==> config.mk <==
export PLATFORM = sky130hd
export DESIGN_NAME = cursor_address_sequence_generator_core_flat
export DESIGN_NICKNAME = d
export VERILOG_FILES = /design/src/csg_pkg.sv /design/src/csg_req_if.sv /design/src/csg_rsp_if.sv /design/src/csg_csr_if.sv /design/src/cursor_address_sequence_generator_core.sv /design/src/csg_front.sv /design/src/csg_queue.sv /design/src/csg_back.sv /design/src/flat_wrapper.sv
export SDC_FILE = /design/constraint.sdc
export NUM_CORES = 1
export LEC_CHECK = 0
export BUFFER_PORTS_ARGS = -buffer_cell sky130_fd_sc_hd__buf_2
export CORE_ASPECT_RATIO = 0.75
export CORE_MARGIN = 1.5
export CORE_UTILIZATION = 45
export CTS_CLUSTER_SIZE = 30
export DETAILED_ROUTE_END_ITERATION = 16
export SYNTH_ARGS = -nofsm -noshare
export SYNTH_HDL_FRONTEND = slang
export SYNTH_SLANG_ARGS = --single-unit
==> constraint.sdc <==
create_clock -name clock -period 9.48 [get_ports clock]
set_clock_uncertainty 0.1 [all_clocks]
set_input_delay 0.948 -clock clock [delete_from_list [all_inputs] [get_ports clock]]
set_output_delay 0.948 -clock clock [all_outputs]
set_load 0.05 [all_outputs]
==> src/csg_pkg.sv <==
package csg_pkg;

   localparam int COLUMNS = 80;
   localparam int ROWS    = 24;

   localparam int POS_W    = 11;
   localparam int BYTE_W   = 8;
   localparam int CNT_W    = 7;
   localparam int VAL_W    = 7;
   localparam int TMPL_LEN = 12;
   localparam int TMPL_W   = TMPL_LEN * BYTE_W;
   localparam int LOW_W    = 64;
   localparam int HIGH_W   = 32;
   localparam int CSR_IDX_W = 1;

   localparam int ROW_W  = (ROWS > 1) ? $clog2(ROWS) : 1;
   localparam int LIM_W  = 14;
   localparam logic [LIM_W-1:0] LIMIT = LIM_W'(ROWS * COLUMNS);

   localparam int REC_SHIFT = POS_W + $clog2(COLUMNS);
   localparam int PROD_W    = 2 * POS_W + 2;
   localparam logic [PROD_W-1:0] REC_MUL =
      PROD_W'(((1 << REC_SHIFT) + COLUMNS - 1) / COLUMNS);
   localparam logic [POS_W-1:0]  COL_DIV = POS_W'(COLUMNS);

   localparam int STEP_W = 2;
   localparam logic [STEP_W-1:0] STEP_ROW  = 2'd2;
   localparam logic [STEP_W-1:0] STEP_COL  = 2'd1;
   localparam logic [STEP_W-1:0] STEP_PUSH = 2'd0;

   localparam int QUEUE_DEPTH = 2;
   localparam int PTR_W       = 1;

   localparam logic [CSR_IDX_W-1:0] CSR_TEMPLATE_LOW  = 1'b0;
   localparam logic [CSR_IDX_W-1:0] CSR_TEMPLATE_HIGH = 1'b1;

   localparam logic [BYTE_W-1:0] BYTE_END   = 8'h00;
   localparam logic [BYTE_W-1:0] SEL_ROW    = 8'h80;
   localparam logic [BYTE_W-1:0] SEL_COL    = 8'h81;
   localparam logic [BYTE_W-1:0] OP_DEC     = 8'hFF;
   localparam logic [BYTE_W-1:0] ASCII_ZERO = 8'h30;
   localparam logic [BYTE_W-1:0] PAD_BYTE   = 8'h00;
   localparam logic [VAL_W-1:0]  DEC_BASE   = 7'd10;
   localparam logic [CNT_W-1:0]  CNT_ONE    = 7'd1;

   localparam int MUL_W     = VAL_W + BYTE_W;
   localparam int DIG_SHIFT = 11;
   localparam logic [MUL_W-1:0] DIV10_MUL = MUL_W'(205);

   typedef struct packed {
      logic [VAL_W-1:0] row;
      logic [VAL_W-1:0] col;
   } cell_type;

   function automatic logic [3:0] dec_tens(input logic [VAL_W-1:0] d);
      logic [MUL_W-1:0] p;
      p = MUL_W'(d) * DIV10_MUL;
      return 4'(p >> DIG_SHIFT);
   endfunction

   function automatic logic [3:0] dec_ones(input logic [VAL_W-1:0] d,
                                           input logic [3:0] tens);
      return 4'(d - VAL_W'(tens) * DEC_BASE);
   endfunction

endpackage

==> src/csg_req_if.sv <==
interface csg_req_if;
   logic                        valid;
   logic                        ready;
   logic [csg_pkg::POS_W-1:0]   position;

   modport source (output valid, output position, input ready);
   modport sink   (input valid, input position, output ready);
endinterface

==> src/csg_rsp_if.sv <==
interface csg_rsp_if;
   logic                        valid;
   logic                        ready;
   logic [csg_pkg::BYTE_W-1:0]  out_byte;
   logic [csg_pkg::CNT_W-1:0]   repeat_count;
   logic                        last;

   modport source (output valid, output out_byte, output repeat_count, output last,
                   input ready);
   modport sink   (input valid, input out_byte, input repeat_count, input last,
                   output ready);
endinterface

==> src/csg_csr_if.sv <==
interface csg_csr_if;
   logic                          valid;
   logic                          ready;
   logic [csg_pkg::CSR_IDX_W-1:0] index;
   logic [csg_pkg::LOW_W-1:0]     data;

   modport source (output valid, output index, output data, input ready);
   modport sink   (input valid, input index, input data, output ready);
endinterface

==> src/cursor_address_sequence_generator_core.sv <==
// Channel  Dir  Handshake      Payload
// req      in   valid/ready    position (11b, one-based cell index)
// rsp      out  valid/ready    out_byte (8b), repeat_count (7b), last (1b)
// csr      in   valid/ready    index (1b: template_low, template_high), data (64b)
//
// The front clamps a request on acceptance, forms the row by reciprocal multiply
// next cycle and the column by multiply-subtract the cycle after, then pushes it
// into a two-entry queue, stalling while full; req stays not ready until the push.
// The walker loads the template on a pop and gives one result per cycle unless
// rsp stalls, popping again only after the walk; an empty template emits nothing.
// Reset is synchronous and clears control state and the template.
module cursor_address_sequence_generator_core (
   input  logic        clock,
   input  logic        reset,
   csg_req_if.sink     req,
   csg_rsp_if.source   rsp,
   csg_csr_if.sink     csr
);

   logic [csg_pkg::LOW_W-1:0]   tmpl_low_ff, tmpl_low_in;
   logic [csg_pkg::HIGH_W-1:0]  tmpl_high_ff, tmpl_high_in;
   logic [csg_pkg::TMPL_W-1:0]  tmpl;

   logic                        push;
   csg_pkg::cell_type           push_data;
   logic                        q_full;
   logic                        pop;
   csg_pkg::cell_type           head;
   logic                        q_valid;

   assign csr.ready = 1'b1;
   assign tmpl      = {tmpl_high_ff, tmpl_low_ff};

   always_comb begin
      tmpl_low_in  = tmpl_low_ff;
      tmpl_high_in = tmpl_high_ff;
      if (csr.valid) begin
         case (csr.index)
            csg_pkg::CSR_TEMPLATE_LOW: begin
               tmpl_low_in = csr.data;
            end
            csg_pkg::CSR_TEMPLATE_HIGH: begin
               tmpl_high_in = csr.data[csg_pkg::HIGH_W-1:0];
            end
            default: begin
               tmpl_low_in = tmpl_low_ff;
            end
         endcase
      end
   end

   always_ff @(posedge clock) begin
      if (reset) begin
         tmpl_low_ff  <= '0;
         tmpl_high_ff <= '0;
      end else begin
         tmpl_low_ff  <= tmpl_low_in;
         tmpl_high_ff <= tmpl_high_in;
      end
   end

   csg_front u_front (
      .clock     (clock),
      .reset     (reset),
      .req       (req),
      .push      (push),
      .push_data (push_data),
      .q_full    (q_full)
   );

   csg_queue u_queue (
      .clock     (clock),
      .reset     (reset),
      .push      (push),
      .push_data (push_data),
      .full      (q_full),
      .pop       (pop),
      .head      (head),
      .q_valid   (q_valid)
   );

   csg_back u_back (
      .clock   (clock),
      .reset   (reset),
      .head    (head),
      .q_valid (q_valid),
      .pop     (pop),
      .tmpl    (tmpl),
      .rsp     (rsp)
   );

endmodule

==> src/csg_front.sv <==
module csg_front (
   input  logic                clock,
   input  logic                reset,
   csg_req_if.sink             req,
   output logic                push,
   output csg_pkg::cell_type   push_data,
   input  logic                q_full
);

   logic                            busy_ff, busy_in;
   logic [csg_pkg::STEP_W-1:0]      step_ff, step_in;
   logic [csg_pkg::POS_W-1:0]       rem_ff, rem_in;
   logic [csg_pkg::ROW_W-1:0]       quo_ff, quo_in;
   logic [csg_pkg::LIM_W-1:0]       pos_ext;
   logic [csg_pkg::LIM_W-1:0]       pos_clamp;
   logic [csg_pkg::POS_W-1:0]       base;
   logic [csg_pkg::PROD_W-1:0]      prod;
   logic [csg_pkg::POS_W-1:0]       row_base;

   assign req.ready = !busy_ff;

   always_comb begin
      pos_ext = csg_pkg::LIM_W'(req.position);
      pos_clamp = pos_ext;
      if (pos_ext == '0) begin
         pos_clamp = csg_pkg::LIM_W'(1);
      end else if (pos_ext > csg_pkg::LIMIT) begin
         pos_clamp = csg_pkg::LIMIT;
      end
      base = csg_pkg::POS_W'(pos_clamp - csg_pkg::LIM_W'(1));
   end

   assign prod     = csg_pkg::PROD_W'(rem_ff) * csg_pkg::REC_MUL;
   assign row_base = csg_pkg::POS_W'(quo_ff) * csg_pkg::COL_DIV;

   always_comb begin
      busy_in = busy_ff;
      step_in = step_ff;
      rem_in  = rem_ff;
      quo_in  = quo_ff;
      if (req.valid && !busy_ff) begin
         busy_in = 1'b1;
         step_in = csg_pkg::STEP_ROW;
         rem_in  = base;
      end else if (busy_ff && step_ff == csg_pkg::STEP_ROW) begin
         quo_in  = csg_pkg::ROW_W'(prod >> csg_pkg::REC_SHIFT);
         step_in = csg_pkg::STEP_COL;
      end else if (busy_ff && step_ff == csg_pkg::STEP_COL) begin
         rem_in  = rem_ff - row_base;
         step_in = csg_pkg::STEP_PUSH;
      end else if (busy_ff && !q_full) begin
         busy_in = 1'b0;
      end
   end

   assign push          = busy_ff && (step_ff == csg_pkg::STEP_PUSH) && !q_full;
   assign push_data.row = csg_pkg::VAL_W'(quo_ff);
   assign push_data.col = csg_pkg::VAL_W'(rem_ff);

   always_ff @(posedge clock) begin
      if (reset) begin
         busy_ff <= 1'b0;
         step_ff <= csg_pkg::STEP_PUSH;
      end else begin
         busy_ff <= busy_in;
         step_ff <= step_in;
      end
      rem_ff <= rem_in;
      quo_ff <= quo_in;
   end

endmodule

==> src/csg_queue.sv <==
module csg_queue (
   input  logic                clock,
   input  logic                reset,
   input  logic                push,
   input  csg_pkg::cell_type   push_data,
   output logic                full,
   input  logic                pop,
   output csg_pkg::cell_type   head,
   output logic                q_valid
);

   csg_pkg::cell_type               mem [csg_pkg::QUEUE_DEPTH];
   logic [csg_pkg::PTR_W-1:0]       wr_ptr_ff, wr_ptr_in;
   logic [csg_pkg::PTR_W-1:0]       rd_ptr_ff, rd_ptr_in;
   logic [csg_pkg::PTR_W:0]         cnt_ff, cnt_in;

   function automatic logic [csg_pkg::PTR_W-1:0] ptr_next(
      input logic [csg_pkg::PTR_W-1:0] p);
      if (p == csg_pkg::PTR_W'(csg_pkg::QUEUE_DEPTH - 1)) begin
         return '0;
      end
      return p + csg_pkg::PTR_W'(1);
   endfunction

   assign full    = cnt_ff == (csg_pkg::PTR_W + 1)'(csg_pkg::QUEUE_DEPTH);
   assign q_valid = cnt_ff != '0;
   assign head    = mem[rd_ptr_ff];

   always_comb begin
      wr_ptr_in = push ? ptr_next(wr_ptr_ff) : wr_ptr_ff;
      rd_ptr_in = pop  ? ptr_next(rd_ptr_ff) : rd_ptr_ff;
      cnt_in    = cnt_ff;
      if (push && !pop) begin
         cnt_in = cnt_ff + (csg_pkg::PTR_W + 1)'(1);
      end else if (pop && !push) begin
         cnt_in = cnt_ff - (csg_pkg::PTR_W + 1)'(1);
      end
   end

   always_ff @(posedge clock) begin
      if (reset) begin
         wr_ptr_ff <= '0;
         rd_ptr_ff <= '0;
         cnt_ff    <= '0;
      end else begin
         wr_ptr_ff <= wr_ptr_in;
         rd_ptr_ff <= rd_ptr_in;
         cnt_ff    <= cnt_in;
      end
      if (push) begin
         mem[wr_ptr_ff] <= push_data;
      end
   end

endmodule

==> src/csg_back.sv <==
module csg_back (
   input  logic                        clock,
   input  logic                        reset,
   input  csg_pkg::cell_type           head,
   input  logic                        q_valid,
   output logic                        pop,
   input  logic [csg_pkg::TMPL_W-1:0]  tmpl,
   csg_rsp_if.source                   rsp
);

   logic                            busy_ff, busy_in;
   logic                            pend_ff, pend_in;
   logic [csg_pkg::TMPL_W-1:0]      walk_ff, walk_in;
   logic [csg_pkg::VAL_W-1:0]       row_ff, row_in;
   logic [csg_pkg::VAL_W-1:0]       col_ff, col_in;
   logic                            ov_ff, ov_in;
   logic [csg_pkg::BYTE_W-1:0]      ob_ff, ob_in;
   logic [csg_pkg::CNT_W-1:0]       oc_ff, oc_in;
   logic                            ol_ff, ol_in;

   logic [csg_pkg::BYTE_W-1:0]      b0, b1, b2;
   logic [csg_pkg::VAL_W-1:0]       v, d;
   logic [3:0]                      tens, ones;
   logic                            take;
   logic                            emit;
   logic [csg_pkg::BYTE_W-1:0]      eb;
   logic [csg_pkg::CNT_W-1:0]       ec;
   logic                            el;

   assign b0   = walk_ff[csg_pkg::BYTE_W-1:0];
   assign b1   = walk_ff[2*csg_pkg::BYTE_W-1:csg_pkg::BYTE_W];
   assign b2   = walk_ff[3*csg_pkg::BYTE_W-1:2*csg_pkg::BYTE_W];
   assign v    = (b0 == csg_pkg::SEL_COL) ? col_ff : row_ff;
   assign d    = v + csg_pkg::VAL_W'(1);
   assign tens = csg_pkg::dec_tens(d);
   assign ones = csg_pkg::dec_ones(d, tens);
   assign take = !ov_ff || rsp.ready;
   assign pop  = !busy_ff && q_valid;

   always_comb begin
      busy_in = busy_ff;
      pend_in = pend_ff;
      walk_in = walk_ff;
      row_in  = row_ff;
      col_in  = col_ff;
      ov_in   = ov_ff && !rsp.ready;
      ob_in   = ob_ff;
      oc_in   = oc_ff;
      ol_in   = ol_ff;
      emit    = 1'b0;
      eb      = csg_pkg::PAD_BYTE;
      ec      = csg_pkg::CNT_ONE;
      el      = 1'b0;
      if (pop) begin
         busy_in = 1'b1;
         pend_in = 1'b0;
         walk_in = tmpl;
         row_in  = head.row;
         col_in  = head.col;
      end else if (busy_ff && take) begin
         if (pend_ff) begin
            emit    = 1'b1;
            eb      = csg_pkg::ASCII_ZERO + csg_pkg::BYTE_W'(ones);
            el      = b2 == csg_pkg::BYTE_END;
            walk_in = walk_ff >> (2 * csg_pkg::BYTE_W);
            pend_in = 1'b0;
         end else if (b0 == csg_pkg::BYTE_END) begin
            busy_in = 1'b0;
         end else if (b0 < csg_pkg::SEL_ROW) begin
            emit    = 1'b1;
            eb      = b0;
            el      = b1 == csg_pkg::BYTE_END;
            walk_in = walk_ff >> csg_pkg::BYTE_W;
         end else if (b0 == csg_pkg::SEL_ROW || b0 == csg_pkg::SEL_COL) begin
            emit = 1'b1;
            if (b1 == csg_pkg::OP_DEC && d >= csg_pkg::DEC_BASE) begin
               eb      = csg_pkg::ASCII_ZERO + csg_pkg::BYTE_W'(tens);
               pend_in = 1'b1;
            end else if (b1 == csg_pkg::OP_DEC) begin
               eb      = csg_pkg::ASCII_ZERO + csg_pkg::BYTE_W'(ones);
               el      = b2 == csg_pkg::BYTE_END;
               walk_in = walk_ff >> (2 * csg_pkg::BYTE_W);
            end else begin
               eb      = csg_pkg::BYTE_W'(v) + b1;
               el      = b2 == csg_pkg::BYTE_END;
               walk_in = walk_ff >> (2 * csg_pkg::BYTE_W);
            end
         end else begin
            emit    = 1'b1;
            eb      = csg_pkg::PAD_BYTE;
            ec      = b0[csg_pkg::CNT_W-1:0];
            el      = b1 == csg_pkg::BYTE_END;
            walk_in = walk_ff >> csg_pkg::BYTE_W;
         end
         if (emit) begin
            ov_in = 1'b1;
            ob_in = eb;
            oc_in = ec;
            ol_in = el;
            if (el) begin
               busy_in = 1'b0;
            end
         end
      end
   end

   assign rsp.valid        = ov_ff;
   assign rsp.out_byte     = ob_ff;
   assign rsp.repeat_count = oc_ff;
   assign rsp.last         = ol_ff;

   always_ff @(posedge clock) begin
      if (reset) begin
         busy_ff <= 1'b0;
         pend_ff <= 1'b0;
         ov_ff   <= 1'b0;
      end else begin
         busy_ff <= busy_in;
         pend_ff <= pend_in;
         ov_ff   <= ov_in;
      end
      walk_ff <= walk_in;
      row_ff  <= row_in;
      col_ff  <= col_in;
      ob_ff   <= ob_in;
      oc_ff   <= oc_in;
      ol_ff   <= ol_in;
   end

endmodule

==> src/flat_wrapper.sv <==
// flat-port wrapper written by rule: the top's interface ports become plain ports
module cursor_address_sequence_generator_core_flat 
  (clock, reset, req_valid, req_position, req_ready, rsp_valid, rsp_out_byte, rsp_repeat_count, rsp_last, rsp_ready, csr_valid, csr_index, csr_data, csr_ready);
  csg_req_if req_i ();
  csg_rsp_if rsp_i ();
  csg_csr_if csr_i ();
  input  logic clock;
  input  logic reset;
  input wire logic [$bits(req_i.valid)-1:0] req_valid;
  input wire logic [$bits(req_i.position)-1:0] req_position;
  output wire logic [$bits(req_i.ready)-1:0] req_ready;
  output wire logic [$bits(rsp_i.valid)-1:0] rsp_valid;
  output wire logic [$bits(rsp_i.out_byte)-1:0] rsp_out_byte;
  output wire logic [$bits(rsp_i.repeat_count)-1:0] rsp_repeat_count;
  output wire logic [$bits(rsp_i.last)-1:0] rsp_last;
  input wire logic [$bits(rsp_i.ready)-1:0] rsp_ready;
  input wire logic [$bits(csr_i.valid)-1:0] csr_valid;
  input wire logic [$bits(csr_i.index)-1:0] csr_index;
  input wire logic [$bits(csr_i.data)-1:0] csr_data;
  output wire logic [$bits(csr_i.ready)-1:0] csr_ready;
  assign req_i.valid = req_valid;
  assign req_i.position = req_position;
  assign req_ready = req_i.ready;
  assign rsp_valid = rsp_i.valid;
  assign rsp_out_byte = rsp_i.out_byte;
  assign rsp_repeat_count = rsp_i.repeat_count;
  assign rsp_last = rsp_i.last;
  assign rsp_i.ready = rsp_ready;
  assign csr_i.valid = csr_valid;
  assign csr_i.index = csr_index;
  assign csr_i.data = csr_data;
  assign csr_ready = csr_i.ready;
  cursor_address_sequence_generator_core u_core (.clock(clock), .reset(reset), .req(req_i), .rsp(rsp_i), .csr(csr_i));
endmodule
-- Word-level counts from Yosys, hierarchy flattened
Memories as Yosys holds them, arrays and structs flattened. A register that Yosys moved wholly into a read port is not among the register bits.
Cells that the tools add are included.
W data, S select, Z words.
- flip-flop bits (word level): 241
- RAM bits: 24
- bits of input ports: 81
- word-level logic and storage cells: 154
- memories kept: 1
- memory list (name ; words ; width ; rd ports ; clocked after Yosys merged registers in ; wr ports ; line ; text):
    u_core.u_queue.mem ; 2 ; 12 ; 1 ; 1 ; 1 ; csg_queue.sv:12 ; csg_pkg::cell_type mem [csg_pkg::QUEUE_DEPTH];
- add/subtract/negate cells: 11
- $mul: 4
- order comparisons: 3
- equal/unequal tests: 10
- multiplexer cells: 61
- bitwise logic cells: 3
- reduce and logical (&&, ||, !) cells: 43
- operator list (kind ; number):
    $mux W96 ; 7
    $mux W11 ; 5
    $mux W8 ; 6
    $mux W1 ; 37
    $eq A8 B8 Y1 const B ; 3
    $logic_not A8 Y1 ; 3
    $mul A11 B12 Y23 const B ; 1
    $mul A7 B8 Y15 const B ; 1
    $add A6 B4 Y7 const A ; 2
    $logic_and A1 B1 Y1 ; 12
    $reduce_bool A2 Y1 ; 6
    $gt A11 B11 Y1 const B ; 1
    $logic_not A11 Y1 ; 1
    $sub A11 B1 Y11 const B ; 1
    $sub A11 B11 Y11 ; 1
    $mux W2 ; 5
    $reduce_and A3 Y1 ; 3
    $add A7 B8 Y8 ; 1
    $lt A8 B8 Y1 const B ; 1
    $reduce_and A2 Y1 ; 4
    $add A7 B1 Y7 const B ; 1
    $ge A7 B4 Y1 const B ; 1
    $logic_not A1 Y1 ; 7
    $mul A5 B3 Y7 const B ; 1
    17 further kinds ; 24

-- Logic depth before layout (Yosys ltp)
- depth in word-level cells: 16
- gate-level depth with buffers: 33
- gate-level depth less buffers: 32

-- Modules after synthesis
From an unflattened synthesis, not the netlist that was laid out.
- cell total of the unflattened synthesis: 1522
- area total of the unflattened synthesis: 16504.6 um^2
- modules (own cells, without submodules) (module ; instances ; cells each ; area each (um^2) ; seq. area each (um^2)):
    csg_back ; 1 ; 699 ; 7719.9 ; 3843.7
    cursor_address_sequence_generator_core ; 1 ; 389 ; 4086.4 ; 1921.8
    csg_front ; 1 ; 369 ; 3482.1 ; 540.5
    csg_queue ; 1 ; 65 ; 1216.2 ; 940.9

-- Least setup slack after synthesis
No wires, ideal clock.
- kind: register -> register
- start: reg u_core.u_back.walk_ff[1] in the netlist's numbering
- end: reg u_core.u_back.ob_ff, in the netlist u_core.u_back.rsp.out_byte[3] (data pin)
- library setup time: 0.269 ns
- arrival time: 6.484 ns
- path slack: 2.626 ns
- cell stages (with the launch flop): 30
- path through: edfxtp_1 or4_1 buf_4 nor2_8 nand2_1 nand2_1 ha_1 nand4_1 nor2_1 xnor2_1 nor2_1 ha_1 ha_1 fa_1 inv_1 fa_1 inv_1 ha_1 nand4_1 nor4_1 o21ai_0 o21ai_1 xor2_2 ha_1 inv_1 fa_1 xor2_1 xnor2_1 xnor2_1 o22ai_1
- longest elaborated chain between the ends: 13
- elaborated cells between the ends (all ways): 21
- ends and longest elaborated chain (element ; line ; text):
    start, declared ; csg_back.sv:13 ; logic [csg_pkg::TMPL_W-1:0] walk_ff, walk_in;
    start signal, assigned ; csg_back.sv:122 ; walk_ff <= walk_in;
    $eq A8 B8 Y1 ; csg_back.sv:33, csg_back.sv:74 ;
    $mux W7 ; csg_back.sv:33 ; assign v = (b0 == csg_pkg::SEL_COL) ? col_ff : row_ff;
    $add A7 B1 Y7 ; csg_back.sv:34 ; assign d = v + csg_pkg::VAL_W'(1);
    $mul A7 B8 Y15 ; csg_pkg.sv:57 ; p = MUL_W'(d) * DIV10_MUL;
    $mul A4 B3 Y3 ; csg_pkg.sv:63 ; return 4'(d - VAL_W'(tens) * DEC_BASE);
    $sub A4 B4 Y4 ; csg_pkg.sv:63 ;
    $add A6 B4 Y7 ; csg_back.sv:63, csg_back.sv:80 ;
    $mux W8 ; csg_back.sv:79 ; end else if (b1 == csg_pkg::OP_DEC) begin
    $mux W8 ; csg_back.sv:76 ; if (b1 == csg_pkg::OP_DEC && d >= csg_pkg::DEC_BASE) begin
    $mux W8 ; csg_back.sv:74 ; end else if (b0 == csg_pkg::SEL_ROW || b0 == csg_pkg::SEL_COL) begin
    $mux W8 ; csg_back.sv:69 ; end else if (b0 < csg_pkg::SEL_ROW) begin
    $mux W8 ; csg_back.sv:67 ; end else if (b0 == csg_pkg::BYTE_END) begin
    $mux W8 * ; csg_back.sv:61 ; if (pend_ff) begin
    end signal, assigned ; csg_back.sv:125 ; ob_ff <= ob_in;
    end, declared ; csg_back.sv:17 ; logic [csg_pkg::BYTE_W-1:0] ob_ff, ob_in;
Every way passes the cells marked *; elsewhere a longest branch is shown, timed or not.
A chain may end at the register's enable or synchronous reset.

-- Worst setup path in the final report
Ends and elaborated chain as after synthesis.

==> flow_metrics.py <==
metrics = {
    "timing": {
        "hold_viol_final": 0,
        "finalCriticalPeriod_ps": 7860,
        "fin_ws_ps": 1620,
        "tns_ps": 0,
        "slew_headroom_pct": 19.5,
        "finalSetupViolCount": 0,
        "rsz0062_at_grt": "no",
        "max_freq_mhz": 127,
        "slew_violations": 0,
        "final.period_utilization_pct": 82.9,
        "max_slew.worst_pin.slew_ps": 1210,
    },
    "finish": {
        "drive_gt1_share_pct": 11.6,
        "area_delta_synth_final_pct": 11.8,
        "fin_cells": 2067,
        "nNetsFinal": 1841,
        "post-route-util_pct": 50.9,
    },
    "clocking": {
        "cts.sinks": 270,
        "clk_path_buf_depth": 3,
        "hold_buffers": 0,
        "cts_resized": 0,
        "post_cts_buffers": 0,
        "clk_pin_slew_ps": 60,
        "cts_htree_levels": 1,
        "numCtsBuffers": 28,
        "cts-root-buf": "clkbuf_16",
        "tritoncts": "built",
        "insertion_delay_ps": 550,
    },
    "synthesis": {
        "synth_most_common_cell": "nand2_1",
        "synth_top_area_share_pct": 32.4,
        "synthFlopType": "edfxtp_1",
        "syn_nets": 1774,
        "yosys_warnings": 0,
        "synth_cell_type_count": 67,
        "synth_xor_area_share_pct": 2.35,
        "syn_avg_cell_area_um2": 9.96,
        "ys_seq_elements": 270,
        "synth_top_family_by_area": "adder cells",
        "synth_fa_ha_area_share_pct": 15.9,
        "ys_seq_area_share_pct": 46.3,
        "synthSimpleGateAreaFrac_pct": 13.5,
        "async_reset_ff_share_pct": 0,
        "muxShareOfSynthArea_pct": 6.43,
        "synth_cells": 1526,
        "synth_area_leader_cell": "edfxtp_1",
        "synth_common_cells": "nand2_1 (329), edfxtp_1 (164), a21oi_1 (137)",
        "synthTopCellsByArea": "edfxtp_1 (32%), dfxtp_1 (14%), ha_1 (10%)",
        "synth_compound_area_share_pct": 11.0,
        "synth-edff-count": 164,
        "synth_area_um2": 15200,
    },
    "critical_path": {
        "required_ps": 9640,
        "slowest_stage": "nor4_1",
        "critPathArrivalTime_ps": 8010,
        "critPathLaunch": "u_core.u_back.walk_ff[1]",
        "crit_type": "reg -> reg",
        "crit_top_cell": "ha_1",
        "r2r_setup_slack_ps": 1620,
        "worstPathMaxFanout": 17,
        "endpoint": "u_core.u_back.rsp.out_byte[3]",
        "critPathMaxStageDelay_ps": 550,
        "reg2reg_depth": 28,
        "r2r-end": "u_core.u_back.rsp.out_byte[3]",
        "end_kind": "flop",
        "start_kind": "flop",
        "r2r-start": "u_core.u_back.walk_ff[1]",
    },
    "drt": {
        "totalWireLength_um": 36700,
        "vias": 11000,
        "wl_per_cell_um": 17.8,
        "drtAntennaViolNets": 0,
        "drc_errors": 0,
        "dr.pass1.iters": 5,
        "drt_iter0_markers": 836,
        "avgViaCountPerCell": 5.33,
    },
    "placement": {
        "dp_cells": 2013,
        "dp_hpwl_um": 26700,
        "dp_slack_ps": 1600,
        "portBuffers": 98,
        "gp_congestion": 0.862,
    },
    "global_route": {
        "gr-total-overflow": 0,
        "grt_pass1_vias": 10500,
        "grt_pass1_wl_um": 58300,
        "antenna_found_initial": 5,
        "grt_max_degree": 137,
        "grt_use_total_pct": 21.1,
    },
    "min_path": {
        "hold_class": "reg -> reg",
    },
    "floorplan": {
        "fp.dieArea_um2": 34900,
        "die_x_um": 215,
        "dieHeight_um": 162,
        "fp-row-count": 58,
        "num_io_pins": 100,
        "core_um2": 33400,
        "start_util_pct": 45.6,
    },
    "run_status": {
        "status": "finished clean",
    },
    "job": {
        "cap_violations": 0,
    },
}
==> cell type report <==
type                    count  area (µm²)
well taps                 450         563
repair buffers            111         591
fillers                  3110       16400
diodes                      2        5.00
clock buffers              34         764
multi-input cells        1078        7510
clock inverters            18         121
inverters                 104         395
flip-flops and latches    270        7050
==> stage by stage <==
| step | instance area [µm²] | hold WS (ps) |
|---|---|---|
| finish | 17000 | 354 |
| global route | 17000 | 369 |
| CTS | 17000 | 352 |
| detailed placement | 16100 | 344 |
| global placement | 16100 | 340 |
| floorplan | 15200 | 332 |
==> logic make-up after synthesis <==
| logic type | count (synthesis) |
|---|---|
| compound gates | 299 |
| mux | 96 |
| xor+xnor | 40 |
| simple gates | 475 |
| fa+ha+maj | 167 |
| flops | 270 |
| other cells | 1 |
| buf+inv | 178 |
==> worst max-delay path, delay by kind of cell, from the launching register on <==
kind	cells	cell delay (ps)
AO/OA/AOI/OAI	3	430
XOR/XNOR	5	870
adder cells (fa/ha/maj)	8	2870
flip-flops	1	420
AND/OR/NAND/NOR	9	2710
buffers and inverters	3	140
==> cells in the final DEF, fill, tap and decap left out, types with 3 or more instances in the layout <==
master     Yosys  routed
o211ai_1       5       5
clkinv_2       0       8
a21oi_1      137     137
nand4_1        6       6
ha_1         124     124
a211oi_1       4       4
clkbuf_1      64       3
a31oi_1        4       4
buf_4          2      14
nand3_1       16      16
fa_1          43      43
clkbuf_16      0      29
o221ai_1       4       4
o21ai_0       18      18
inv_1        101     101
xnor2_1       24      24
buf_2          3      97
nor2_1        47      46
or4_1          3       3
nand2_1      329     328
mux2i_1       82      82
and2_1        19      19
nand2b_1      10       9
o31ai_1        6       6
nor4_1         9       8
clkinv_1       2       6
mux2_2        13      13
o21bai_1       4       4
nand2_4        2       3
xor2_1        15      15
or3_1          4       4
a21o_1         8       8
o21ai_1       87      87
dfxtp_1      106     106
and3_1         4       4
nor3_1         9       9
edfxtp_1     164     164
nor2b_1        7       6
==> sequential cells by signal (all words and copies together) (netlist names), 7 cells and up <==
register / count
u_core.u_back.col_ff: 7
u_core.tmpl_low_ff: 64
u_core.tmpl_high_ff: 32
u_core.u_front.rem_ff: 11
u_core.u_back.rsp.repeat_count: 7
u_core.u_back.rsp.out_byte: 8
u_core.u_queue.mem: 24
u_core.u_back.walk_ff: 96
==> routing by layer <==
layer	up-vias	GRT usage, %	wire length [µm]
met3	44	2.53	1540
met1	5321	33.1	19300
li1	5422	-	-
met2	225	30.7	15200
met5	-	0	0
met4	0	4.83	698
==> worst min-delay path by stage <==
| stage | start | endpoint | cells after the start |
|---|---|---|---|
| final | u_core.tmpl_high_ff[31] | u_core.tmpl_high_ff[31] | 2 |
| after global routing | u_core.tmpl_low_ff[6] | u_core.tmpl_low_ff[6] | 2 |
| after CTS | u_core.tmpl_high_ff[31] | u_core.tmpl_high_ff[31] | 2 |
| after detailed placement | u_core.tmpl_high_ff[31] | u_core.tmpl_high_ff[31] | 2 |
| after global placement | u_core.tmpl_high_ff[25] | u_core.tmpl_high_ff[25] | 2 |
| after floorplan | u_core.tmpl_high_ff[24] | u_core.tmpl_high_ff[24] | 2 |
Power is left out: the tool's default activity adds up to more than one toggle a clock period on the data nets, which glitch-free logic cannot reach.
